**config.mk**
```make
export PLATFORM = sky130hd
export DESIGN_NAME = box_intersection_over_union
export DESIGN_NICKNAME = d
export VERILOG_FILES = /design/src/design/boi_pkg.sv /design/src/design/boi_front.sv /design/src/design/boi_div_cell.sv /design/src/design/box_intersection_over_union.sv
export SDC_FILE = /design/constraint.sdc
export NUM_CORES = 2
export LEC_CHECK = 0
export ABC_AREA = 1
export BUFFER_PORTS_ARGS = -buffer_cell sky130_fd_sc_hd__buf_4
export CORE_MARGIN = 2
export CORE_UTILIZATION = 64
export DETAILED_ROUTE_END_ITERATION = 12
export HOLD_SLACK_MARGIN = 0.15
export PLACE_DENSITY = 0.81
export SYNTH_ARGS = -nofsm -noshare
export SYNTH_HDL_FRONTEND = slang
export SYNTH_SLANG_ARGS = --single-unit
```
**constraint.sdc**
```tcl
create_clock -name i_clk -period 40.8 [get_ports i_clk]
set_clock_uncertainty 0.1 [all_clocks]
set_input_delay 2.04 -clock i_clk [delete_from_list [all_inputs] [get_ports i_clk]]
set_output_delay 2.04 -clock i_clk [all_outputs]
set_load 0.03 [all_outputs]
```
**src/design/boi_pkg.sv**
```systemverilog
// ----------------------------------------------------------------------------
// boi_pkg: shared constants for the box overlap ratio block
// Default widths for box coordinates and for the fraction bits of the result.
// ----------------------------------------------------------------------------
package boi_pkg;

    // default width of every coordinate and size field
    localparam int COORD_BITS_DEF    = 12;

    // default number of bits after the point in the overlap ratio
    localparam int FRACTION_BITS_DEF = 16;

endpackage

```
**src/design/boi_front.sv**
```systemverilog
// ----------------------------------------------------------------------------
// boi_front: overlap extents, box areas and union
// Three registered stages: extents, products, union. Moves when i_en is high.
// ----------------------------------------------------------------------------
module boi_front #(
    parameter int COORD_BITS = boi_pkg::COORD_BITS_DEF
) (
    input  logic                      i_clk,
    input  logic                      i_rst_n,
    input  logic                      i_en,
    input  logic                      i_valid,
    input  logic [COORD_BITS-1:0]     i_a_left,
    input  logic [COORD_BITS-1:0]     i_a_top,
    input  logic [COORD_BITS-1:0]     i_a_width,
    input  logic [COORD_BITS-1:0]     i_a_height,
    input  logic [COORD_BITS-1:0]     i_b_left,
    input  logic [COORD_BITS-1:0]     i_b_top,
    input  logic [COORD_BITS-1:0]     i_b_width,
    input  logic [COORD_BITS-1:0]     i_b_height,
    output logic                      o_valid,
    output logic                      o_zero,
    output logic [2*COORD_BITS+1:0]   o_rem,
    output logic [2*COORD_BITS:0]     o_den
);

    localparam int C     = COORD_BITS;
    localparam int AREA_W = 2 * C;
    localparam int UNI_W  = 2 * C + 1;
    localparam int REM_W  = 2 * C + 2;

    // edge positions at full width, right and bottom never wrap
    logic [C:0]   a_right, b_right, a_bottom, b_bottom;
    logic [C:0]   x_lo, x_hi, y_lo, y_hi;
    logic [C:0]   x_diff, y_diff;
    logic [C-1:0] n_ex, n_ey;

    assign a_right  = {1'b0, i_a_left} + {1'b0, i_a_width};
    assign b_right  = {1'b0, i_b_left} + {1'b0, i_b_width};
    assign a_bottom = {1'b0, i_a_top}  + {1'b0, i_a_height};
    assign b_bottom = {1'b0, i_b_top}  + {1'b0, i_b_height};

    assign x_lo = (i_a_left > i_b_left) ? {1'b0, i_a_left} : {1'b0, i_b_left};
    assign y_lo = (i_a_top  > i_b_top)  ? {1'b0, i_a_top}  : {1'b0, i_b_top};
    assign x_hi = (a_right  < b_right)  ? a_right  : b_right;
    assign y_hi = (a_bottom < b_bottom) ? a_bottom : b_bottom;

    // overlap never exceeds either length, so it fits a coordinate field
    assign x_diff = x_hi - x_lo;
    assign y_diff = y_hi - y_lo;
    assign n_ex   = (x_hi > x_lo) ? x_diff[C-1:0] : '0;
    assign n_ey   = (y_hi > y_lo) ? y_diff[C-1:0] : '0;

    // stage 1: extents and box sizes
    logic         r_v1;
    logic [C-1:0] r_ex, r_ey, r_aw, r_ah, r_bw, r_bh;

    always_ff @(posedge i_clk) begin
        if (!i_rst_n) begin
            r_v1 <= 1'b0;
        end else if (i_en) begin
            r_v1 <= i_valid;
        end
    end

    always_ff @(posedge i_clk) begin
        if (i_en) begin
            r_ex <= n_ex;
            r_ey <= n_ey;
            r_aw <= i_a_width;
            r_ah <= i_a_height;
            r_bw <= i_b_width;
            r_bh <= i_b_height;
        end
    end

    // stage 2: the three products
    logic              r_v2;
    logic [AREA_W-1:0] r_area_a, r_area_b, r_inter;

    always_ff @(posedge i_clk) begin
        if (!i_rst_n) begin
            r_v2 <= 1'b0;
        end else if (i_en) begin
            r_v2 <= r_v1;
        end
    end

    always_ff @(posedge i_clk) begin
        if (i_en) begin
            r_area_a <= r_aw * r_ah;
            r_area_b <= r_bw * r_bh;
            r_inter  <= r_ex * r_ey;
        end
    end

    // stage 3: union and zero-union flag
    logic [UNI_W-1:0]  n_uni;
    logic              r_v3;
    logic              r_zero;
    logic [UNI_W-1:0]  r_uni;
    logic [AREA_W-1:0] r_inter3;

    assign n_uni = {1'b0, r_area_a} + {1'b0, r_area_b} - {1'b0, r_inter};

    always_ff @(posedge i_clk) begin
        if (!i_rst_n) begin
            r_v3 <= 1'b0;
        end else if (i_en) begin
            r_v3 <= r_v2;
        end
    end

    always_ff @(posedge i_clk) begin
        if (i_en) begin
            r_uni    <= n_uni;
            r_zero   <= (n_uni == '0);
            r_inter3 <= r_inter;
        end
    end

    assign o_valid = r_v3;
    assign o_zero  = r_zero;
    assign o_rem   = {{(REM_W - AREA_W){1'b0}}, r_inter3};
    assign o_den   = r_uni;

endmodule

```
**src/design/boi_div_cell.sv**
```systemverilog
// ----------------------------------------------------------------------------
// boi_div_cell: one quotient bit of the overlap over union division
// Compares the running remainder with the union, subtracts when it fits,
// shifts the remainder left and hands everything to the next cell.
// ----------------------------------------------------------------------------
module boi_div_cell #(
    parameter int COORD_BITS    = boi_pkg::COORD_BITS_DEF,
    parameter int FRACTION_BITS = boi_pkg::FRACTION_BITS_DEF
) (
    input  logic                     i_clk,
    input  logic                     i_rst_n,
    input  logic                     i_en,
    input  logic                     i_valid,
    input  logic                     i_zero,
    input  logic [2*COORD_BITS+1:0]  i_rem,
    input  logic [2*COORD_BITS:0]    i_den,
    input  logic [FRACTION_BITS:0]   i_quot,
    output logic                     o_valid,
    output logic                     o_zero,
    output logic [2*COORD_BITS+1:0]  o_rem,
    output logic [2*COORD_BITS:0]    o_den,
    output logic [FRACTION_BITS:0]   o_quot
);

    localparam int REM_W = 2 * COORD_BITS + 2;
    localparam int Q_W   = FRACTION_BITS + 1;

    logic             fits;
    logic [REM_W-1:0] den_ext;
    logic [REM_W-1:0] rem_sub;
    logic [REM_W-1:0] n_rem;
    logic [Q_W-1:0]   n_quot;

    // compare and subtract; the kept remainder is below the union
    assign den_ext = {1'b0, i_den};
    assign fits    = (i_rem >= den_ext);
    assign rem_sub = fits ? (i_rem - den_ext) : i_rem;
    assign n_rem   = {rem_sub[REM_W-2:0], 1'b0};
    assign n_quot  = {i_quot[Q_W-2:0], fits};

    // valid bit
    logic r_valid;

    always_ff @(posedge i_clk) begin
        if (!i_rst_n) begin
            r_valid <= 1'b0;
        end else if (i_en) begin
            r_valid <= i_valid;
        end
    end

    // payload
    logic             r_zero;
    logic [REM_W-1:0] r_rem;
    logic [REM_W-2:0] r_den;
    logic [Q_W-1:0]   r_quot;

    always_ff @(posedge i_clk) begin
        if (i_en) begin
            r_zero <= i_zero;
            r_rem  <= n_rem;
            r_den  <= i_den;
            r_quot <= n_quot;
        end
    end

    assign o_valid = r_valid;
    assign o_zero  = r_zero;
    assign o_rem   = r_rem;
    assign o_den   = r_den;
    assign o_quot  = r_quot;

endmodule

```
**src/design/box_intersection_over_union.sv**
```systemverilog
// Throughput: one transaction per cycle unless the output stalls; three front
// stages feed a chain of FRACTION_BITS + 1 division cells, each resolving one quotient bit.
// The whole pipeline advances together whenever the output register is free.
// Reset (synchronous, active low) clears all valid bits; no clearing pass.
// ----------------------------------------------------------------------------
// box_intersection_over_union: overlap over union of two boxes
// Computes floor(overlap * 2^FRACTION_BITS / union), zero when union is zero.
// ----------------------------------------------------------------------------
module box_intersection_over_union #(
    parameter int COORD_BITS    = boi_pkg::COORD_BITS_DEF,
    parameter int FRACTION_BITS = boi_pkg::FRACTION_BITS_DEF
) (
    input  logic                     i_clk,
    input  logic                     i_rst_n,
    input  logic                     i_valid,
    output logic                     o_stall,
    input  logic [COORD_BITS-1:0]    i_a_left,
    input  logic [COORD_BITS-1:0]    i_a_top,
    input  logic [COORD_BITS-1:0]    i_a_width,
    input  logic [COORD_BITS-1:0]    i_a_height,
    input  logic [COORD_BITS-1:0]    i_b_left,
    input  logic [COORD_BITS-1:0]    i_b_top,
    input  logic [COORD_BITS-1:0]    i_b_width,
    input  logic [COORD_BITS-1:0]    i_b_height,
    output logic                     o_valid,
    input  logic                     i_stall,
    output logic [FRACTION_BITS:0]   o_overlap_ratio
);

    localparam int REM_W = 2 * COORD_BITS + 2;
    localparam int DEN_W = 2 * COORD_BITS + 1;
    localparam int Q_W   = FRACTION_BITS + 1;

    // pipeline advances when the output register is empty or being taken
    logic en;

    assign en      = !o_valid || !i_stall;
    assign o_stall = !en;

    // links between the front end and the cells
    logic             w_valid [0:Q_W];
    logic             w_zero  [0:Q_W];
    logic [REM_W-1:0] w_rem   [0:Q_W];
    logic [DEN_W-1:0] w_den   [0:Q_W];
    logic [Q_W-1:0]   w_quot  [0:Q_W];

    // extents, areas and union
    boi_front #(
        .COORD_BITS (COORD_BITS)
    ) u_front (
        .i_clk      (i_clk),
        .i_rst_n    (i_rst_n),
        .i_en       (en),
        .i_valid    (i_valid),
        .i_a_left   (i_a_left),
        .i_a_top    (i_a_top),
        .i_a_width  (i_a_width),
        .i_a_height (i_a_height),
        .i_b_left   (i_b_left),
        .i_b_top    (i_b_top),
        .i_b_width  (i_b_width),
        .i_b_height (i_b_height),
        .o_valid    (w_valid[0]),
        .o_zero     (w_zero[0]),
        .o_rem      (w_rem[0]),
        .o_den      (w_den[0])
    );

    assign w_quot[0] = '0;

    // chain of division cells, most significant quotient bit first
    for (genvar k = 0; k < Q_W; k++) begin : g_cell
        boi_div_cell #(
            .COORD_BITS    (COORD_BITS),
            .FRACTION_BITS (FRACTION_BITS)
        ) u_cell (
            .i_clk   (i_clk),
            .i_rst_n (i_rst_n),
            .i_en    (en),
            .i_valid (w_valid[k]),
            .i_zero  (w_zero[k]),
            .i_rem   (w_rem[k]),
            .i_den   (w_den[k]),
            .i_quot  (w_quot[k]),
            .o_valid (w_valid[k+1]),
            .o_zero  (w_zero[k+1]),
            .o_rem   (w_rem[k+1]),
            .o_den   (w_den[k+1]),
            .o_quot  (w_quot[k+1])
        );
    end

    // zero union forces a zero ratio
    assign o_valid         = w_valid[Q_W];
    assign o_overlap_ratio = w_zero[Q_W] ? '0 : w_quot[Q_W];

`ifndef SYNTHESIS
    localparam logic [Q_W-1:0] ONE = {1'b1, {(Q_W-1){1'b0}}};

    // ratio never exceeds one
    a_ratio_bound: assert property (@(posedge i_clk) disable iff (!i_rst_n)
        o_valid |-> (o_overlap_ratio <= ONE))
        else $error("overlap ratio above one");

    // a ratio of one carries no fraction bits
    a_one_exact: assert property (@(posedge i_clk) disable iff (!i_rst_n)
        (o_valid && o_overlap_ratio[Q_W-1]) |-> (o_overlap_ratio == ONE))
        else $error("overlap ratio integer bit set with fraction bits");

    // input side is only held back by a waiting result
    a_stall_cause: assert property (@(posedge i_clk) disable iff (!i_rst_n)
        o_stall |-> (o_valid && i_stall))
        else $error("input stalled without a blocked result");

    // a blocked result holds the whole chain, so the result stays put
    a_hold: assert property (@(posedge i_clk) disable iff (!i_rst_n)
        (o_valid && i_stall) |=> (o_valid && $stable(w_quot[Q_W])))
        else $error("result changed while blocked");
`endif

endmodule
```
# After elaboration in Yosys (flattened, before gate mapping)
# Index checks and enable logic that the tools add are counted.
[totals]
latch_bits = 0
mem_bits_rw = 0
input_bits = 100
ff_bits = 1184
rom_bits = 0
n_memories = 0
output_inout_bits = 19
word_cells = 190
[classes]
n_lt_le_gt_ge = 23
n_bitwise = 0
shifts = 0
add_sub_neg = 24
eq_ne = 0
div = 0
multipliers = 3
muxes = 21
n_reduce_logical = 5
[ops]
columns = ["op", "count"]
rows = [
  ["26-bit by 25-bit greater-or-equal comparator with 1-bit output", 16],
  ["25-bit 2-to-1 mux", 15],
  ["25-bit subtractor", 15],
  ["12-bit by 12-bit multiplier with 24-bit output", 3],
  ["12-bit by 12-bit adder with 13-bit output", 4],
  ["13-bit by 12-bit greater-than comparator with 1-bit output", 2],
  ["13-bit less-than comparator", 2],
  ["13-bit 2-to-1 mux", 2],
  ["24-bit by 24-bit adder with 25-bit output", 1],
  ["24-bit by 25-bit greater-or-equal comparator with 1-bit output", 1],
  ["25-bit zero test", 1],
  ["24-bit by 25-bit subtractor with 25-bit output", 1],
  ["25-bit by 24-bit subtractor with 25-bit output", 1],
  ["12-bit greater-than comparator", 2],
  ["12-bit 2-to-1 mux", 2],
  ["24-bit 2-to-1 mux", 1],
  ["12-bit subtractor", 2],
  ["17-bit 2-to-1 mux", 1],
  ["1-bit zero test", 3],
  ["1-bit logical OR", 1],
]

# Logic depth before layout (Yosys ltp)
[logic_depth]
word_depth = 4
ltp_mapped = 36
mapped_depth_nobuf = 34

# Modules after synthesis
# Synthesis repeated with hierarchy kept, for this count alone.
[hier_totals]
cells_unflattened = 13409
area_unflattened_um2 = 104983.2
[by_module_without_submodules]
columns = ["mod", "cells_each", "area_each_um2", "seq_area_each_um2", "n_inst"]
rows = [
  ["boi_div_cell at g_cell[0].u_cell ...", 583, 4521.8, 2062.0, 15],
  ["boi_front", 3457, 27934.3, 5885.6, 1],
  ["boi_div_cell at g_cell[15].u_cell ...", 584, 4528.1, 2062.0, 2],
  ["box_intersection_over_union", 39, 165.2, 0.0, 1],
]

# Least setup slack after synthesis
# OpenSTA, ideal clock, no wires.
[synth_timing]
kind = "input-to-reg"
startpoint = "in i_stall"
endpoint = "reg g_cell[16].u_cell.r_valid"
required_time_ns = 39.053
setup_ns = 1.647
arrival_ns = 35.030
cell_stages = 3
path_buffers = 1
slack_ns = 4.022
cell_sequence = "nand2_1 clkbuf_1 a21boi_0"
[synth_between]
elab_chain_cells = 2
[synth_lines]
columns = ["item", "line_no", "source"]
rows = [
  ["from (decl)", "box_intersection_over_union.sv:26", "input logic i_stall,"],
  ["1-bit zero test", "box_intersection_over_union.sv:37", "assign en = !o_valid || !i_stall;"],
  ["1-bit logical OR", "box_intersection_over_union.sv:37", ""],
  ["to (signal assigned)", "boi_div_cell.sv:48", "r_valid <= i_valid;"],
  ["to (decl)", "boi_div_cell.sv:42", "logic r_valid;"],
]
# No other way between the ends.
# A chain may end at the register's enable or synchronous reset.

# Worst setup path in the final report
[layout_timing]
startpoint = "in i_a_left[3]"
endpoint = "reg u_front.r_ex[4] (data pin)"
[layout_between]
elab_chain_cells = 4
elab_cells_between_ends = 7
classes_between = "2 x add/sub; 3 x order compare; 2 x mux"
[layout_lines]
columns = ["item", "line_no", "source"]
rows = [
  ["from (decl)", "box_intersection_over_union.sv:17", "input logic [COORD_BITS-1:0] i_a_left,"],
  ["12-bit by 12-bit adder with 13-bit output", "boi_front.sv:37", "assign a_right = {1'b0, i_a_left} + {1'b0, i_a_width};"],
  ["13-bit less-than comparator", "boi_front.sv:44", "assign x_hi = (a_right < b_right) ? a_right : b_right;"],
  ["13-bit 2-to-1 mux", "boi_front.sv:44", ""],
  ["12-bit subtractor / 13-bit by 12-bit greater-than comparator with 1-bit output (equally long branches)", "boi_front.sv:48, boi_front.sv:50", ""],
  ["to (signal assigned)", "boi_front.sv:67", "r_ex <= n_ex;"],
  ["to (decl)", "boi_front.sv:55", "logic [C-1:0] r_ex, r_ey, r_aw, r_ah, r_bw, r_bh;"],
]
# Parallel ways exist; a longest one is shown, timed or not.

==> flow_metrics.tcl <==
set metrics [dict create \
    worstSetupStartpointType "input pin" \
    fmax_mhz 159 \
    dr.pass1.iters 10 \
    cts_tree "yes" \
    ctsResizeCount 0 \
    final_cells 11700 \
    nets 11000 \
    final_cell_mix "1827 x inv_1, 1753 x nand2_1, 1164 x edfxtp_1" \
    cts_buffer_depth 3 \
    gr-usage-met1_pct 47.4 \
    coreArea_mm2 0.134 \
    hold_depth 0 \
    area_growth_pct 7.83 \
    period_minus_slack_ns 6.29 \
    drv_cap 0 \
    rsz0062_at_grt "false" \
    vias 68500 \
    rows 134 \
    met3_usage_pct 6.73 \
    setup_violations 0 \
    finalMaxSlewViolations 0 \
    cts-root-buf "clkbuf_16" \
    slew_headroom_pct 18.2 \
    grt_pass1_vias 66500 \
    hold_violations 0 \
    worstMarginPinSlew_ns 1.23 \
    clk_latency_ns 0.79 \
    ys_types 55 \
    ys.flop_type "edfxtp_1" \
    cts_sinks 1184 \
    io_pins 119 \
    gp_congestion 0.991 \
    grt_max_degree 193 \
    end_kind "register" \
    hold_path_class "reg -> reg" \
    min_period_over_period_pct 15.4 \
    totalWireLength_um 246000 \
    busiest_layer "met2" \
    seq_area_frac_synth_pct 40.8 \
    wire_per_inst_um 21.1 \
    synth_warnings 0 \
    antenna_found_initial 7 \
    utilization_pct 69.8 \
    htreeDepth 4 \
    dieArea_mm2 0.138 \
    arrival_ns 6.71 \
    drc_errors 0 \
    syn_inst 9705 \
    track_usage_pct 35.6 \
    met2_usage_pct 56.3 \
    ant_nets 0 \
    die_w_um 372 \
    status "completed" \
    place_inst 11400 \
    cp_max_fo 20 \
    holdBufCountCts 0 \
    grt_overflow_total 0 \
    cp_common_cell "nand2_1" \
    antenna_cells 0 \
    cts_setup_buffers 0 \
    synthArstFlopShare_pct 0 \
    whs_ns 0.314 \
    ys_ff_latch 1184 \
    syn_avg_cell_area_um2 8.92 \
    die_h_um 372 \
    slowest_delay_ns 0.39 \
    crit_slowest_cell "ha_1" \
    final_common_cell "inv_1" \
    path_class "in -> reg" \
    worstPathRequired_ns 41.22 \
    numCtsBuffers 132 \
    io_buffers 118 \
    synth_nets 10900 \
    clk_pin_slew_worst_paths_ns 0.06 \
    drt_iter0_markers 7353 \
    rr_worst_depth 17 \
    hpwl_um 192000 \
    start_util_pct 64.7 \
    syn_area_mm2 0.0866 \
    viasPerCell 5.86 \
    synth_edf_count 1164 \
    finalSetupTns_ns 0 \
    drive_above_1_share_pct 4.73 \
    grt_first_pass_wirelength_um 377000 \
]
metal layers:
layer,part of all wire [%],vias up
li1,-,32100
met2,45,3424
met1,40,32300
met5,0,-
met4,5.5,0
met3,9.1,688
layout make-up:
class / instances / area [um^2]
clock buffers: 158 / 3420
clock inverters: 87 / 1040
fillers: 10200 / 40500
inverters: 1835 / 6890
multi-input cells: 6515 / 43400
flip-flops and latches: 1184 / 35400
well taps: 1768 / 2210
repair buffers: 135 / 1040
synthesized netlist by cell type, types with 3 or more instances:
| master | number | share of area [%] |
|---|---|---|
| nor2_1 | 987 | 4.3 |
| a21o_1 | 93 | 0.81 |
| o21ai_1 | 24 | 0.14 |
| or2_2 | 6 | 0.043 |
| o311ai_0 | 4 | 0.040 |
| or3_1 | 3 | 0.022 |
| xnor2_1 | 222 | 2.2 |
| a21oi_1 | 879 | 5.1 |
| buf_2 | 44 | 0.25 |
| o21a_1 | 29 | 0.25 |
| a21boi_0 | 14 | 0.12 |
| clkbuf_1 | 85 | 0.37 |
| nand3b_1 | 23 | 0.20 |
| o221ai_1 | 12 | 0.12 |
| buf_4 | 22 | 0.19 |
| o21ai_2 | 3 | 0.030 |
| dfxtp_1 | 20 | 0.46 |
| nand3_1 | 273 | 1.6 |
| nand2_2 | 16 | 0.12 |
| inv_2 | 8 | 0.035 |
| a221oi_1 | 18 | 0.18 |
| fa_1 | 346 | 8.0 |
| ha_1 | 752 | 11 |
| a21oi_2 | 48 | 0.49 |
| nand2_1 | 1754 | 7.6 |
| a21oi_4 | 5 | 0.094 |
| inv_1 | 1827 | 7.9 |
| o21bai_2 | 5 | 0.065 |
| nor4_1 | 22 | 0.16 |
| a31oi_1 | 54 | 0.39 |
| buf_6 | 17 | 0.22 |
| o21bai_1 | 57 | 0.49 |
| o211ai_1 | 29 | 0.25 |
| xor2_1 | 240 | 2.4 |
| nand4_1 | 104 | 0.75 |
| nor4b_1 | 8 | 0.081 |
| nand3_2 | 14 | 0.16 |
| nor2_2 | 11 | 0.080 |
| nor2_4 | 4 | 0.052 |
| a211oi_1 | 5 | 0.043 |
| edfxtp_1 | 1164 | 40 |
| o21ai_0 | 333 | 1.9 |
| o31ai_1 | 12 | 0.10 |
| o21bai_4 | 8 | 0.17 |
| nor3_1 | 86 | 0.50 |
state kept, by name, indices dropped and copies added (netlist names), 17 cells and up:
signal and flops:
u_front.o_den 25, u_front.r_area_b 24, u_front.r_inter 24, u_front.r_area_a 24, g_cell.u_cell.o_zero 17, g_cell.u_cell.o_den 400, u_front.r_inter3 24, g_cell.u_cell.o_quot 153
g_cell.u_cell.o_rem 400, g_cell.u_cell.o_valid 17
kinds of logic after synthesis:
logic type	Yosys count	synth area share, %
AOI/OAI and AO/OA	1639	10.9
xor gates and xnor gates	462	4.67
adders and majority gates	1098	18.9
buffers and inverters	2006	9.06
DFF	1184	40.8
and+or+nand+nor	3316	15.7
metrics by stage:
stage / setup WS, ns / cell area [um^2]
global route: 33.90 / 93300
detailed placement: 33.73 / 88900
CTS: 34.53 / 93300
floorplan: 4.02 / 86600
global placement: 33.75 / 88900
finish: 34.51 / 93300
path summary, 6_finish.rpt:
path / start / to / slack (ns)
setup / recovery: i_a_left[3] / u_front.r_ex[4]$_SDFFCE_PP0N_ / 34.51
hold / removal: g_cell[14].u_cell.o_quot[5]$_DFFE_PN_ / g_cell[15].u_cell.o_quot[6]$_DFFE_PN_ / 0.31
setup reg to reg: u_front.r_bw[3]$_DFFE_PN_ / u_front.r_area_b[21]$_DFFE_PN_ / 34.76
hold reg to reg: g_cell[14].u_cell.o_quot[5]$_DFFE_PN_ / g_cell[15].u_cell.o_quot[6]$_DFFE_PN_ / 0.31
critical path, delay by kind of cell:
family / cells / cell delay (ns)
and+or+nand+nor: 17 / 1.57
AOI/OAI and AO/OA: 8 / 1.26
adders and majority gates: 3 / 1.04
buffers and inverters: 4 / 0.49
xor gates and xnor gates: 1 / 0.30
Power is left out: the tool's default activity adds up to more than one toggle a clock period on the data nets, which glitch-free logic cannot reach.
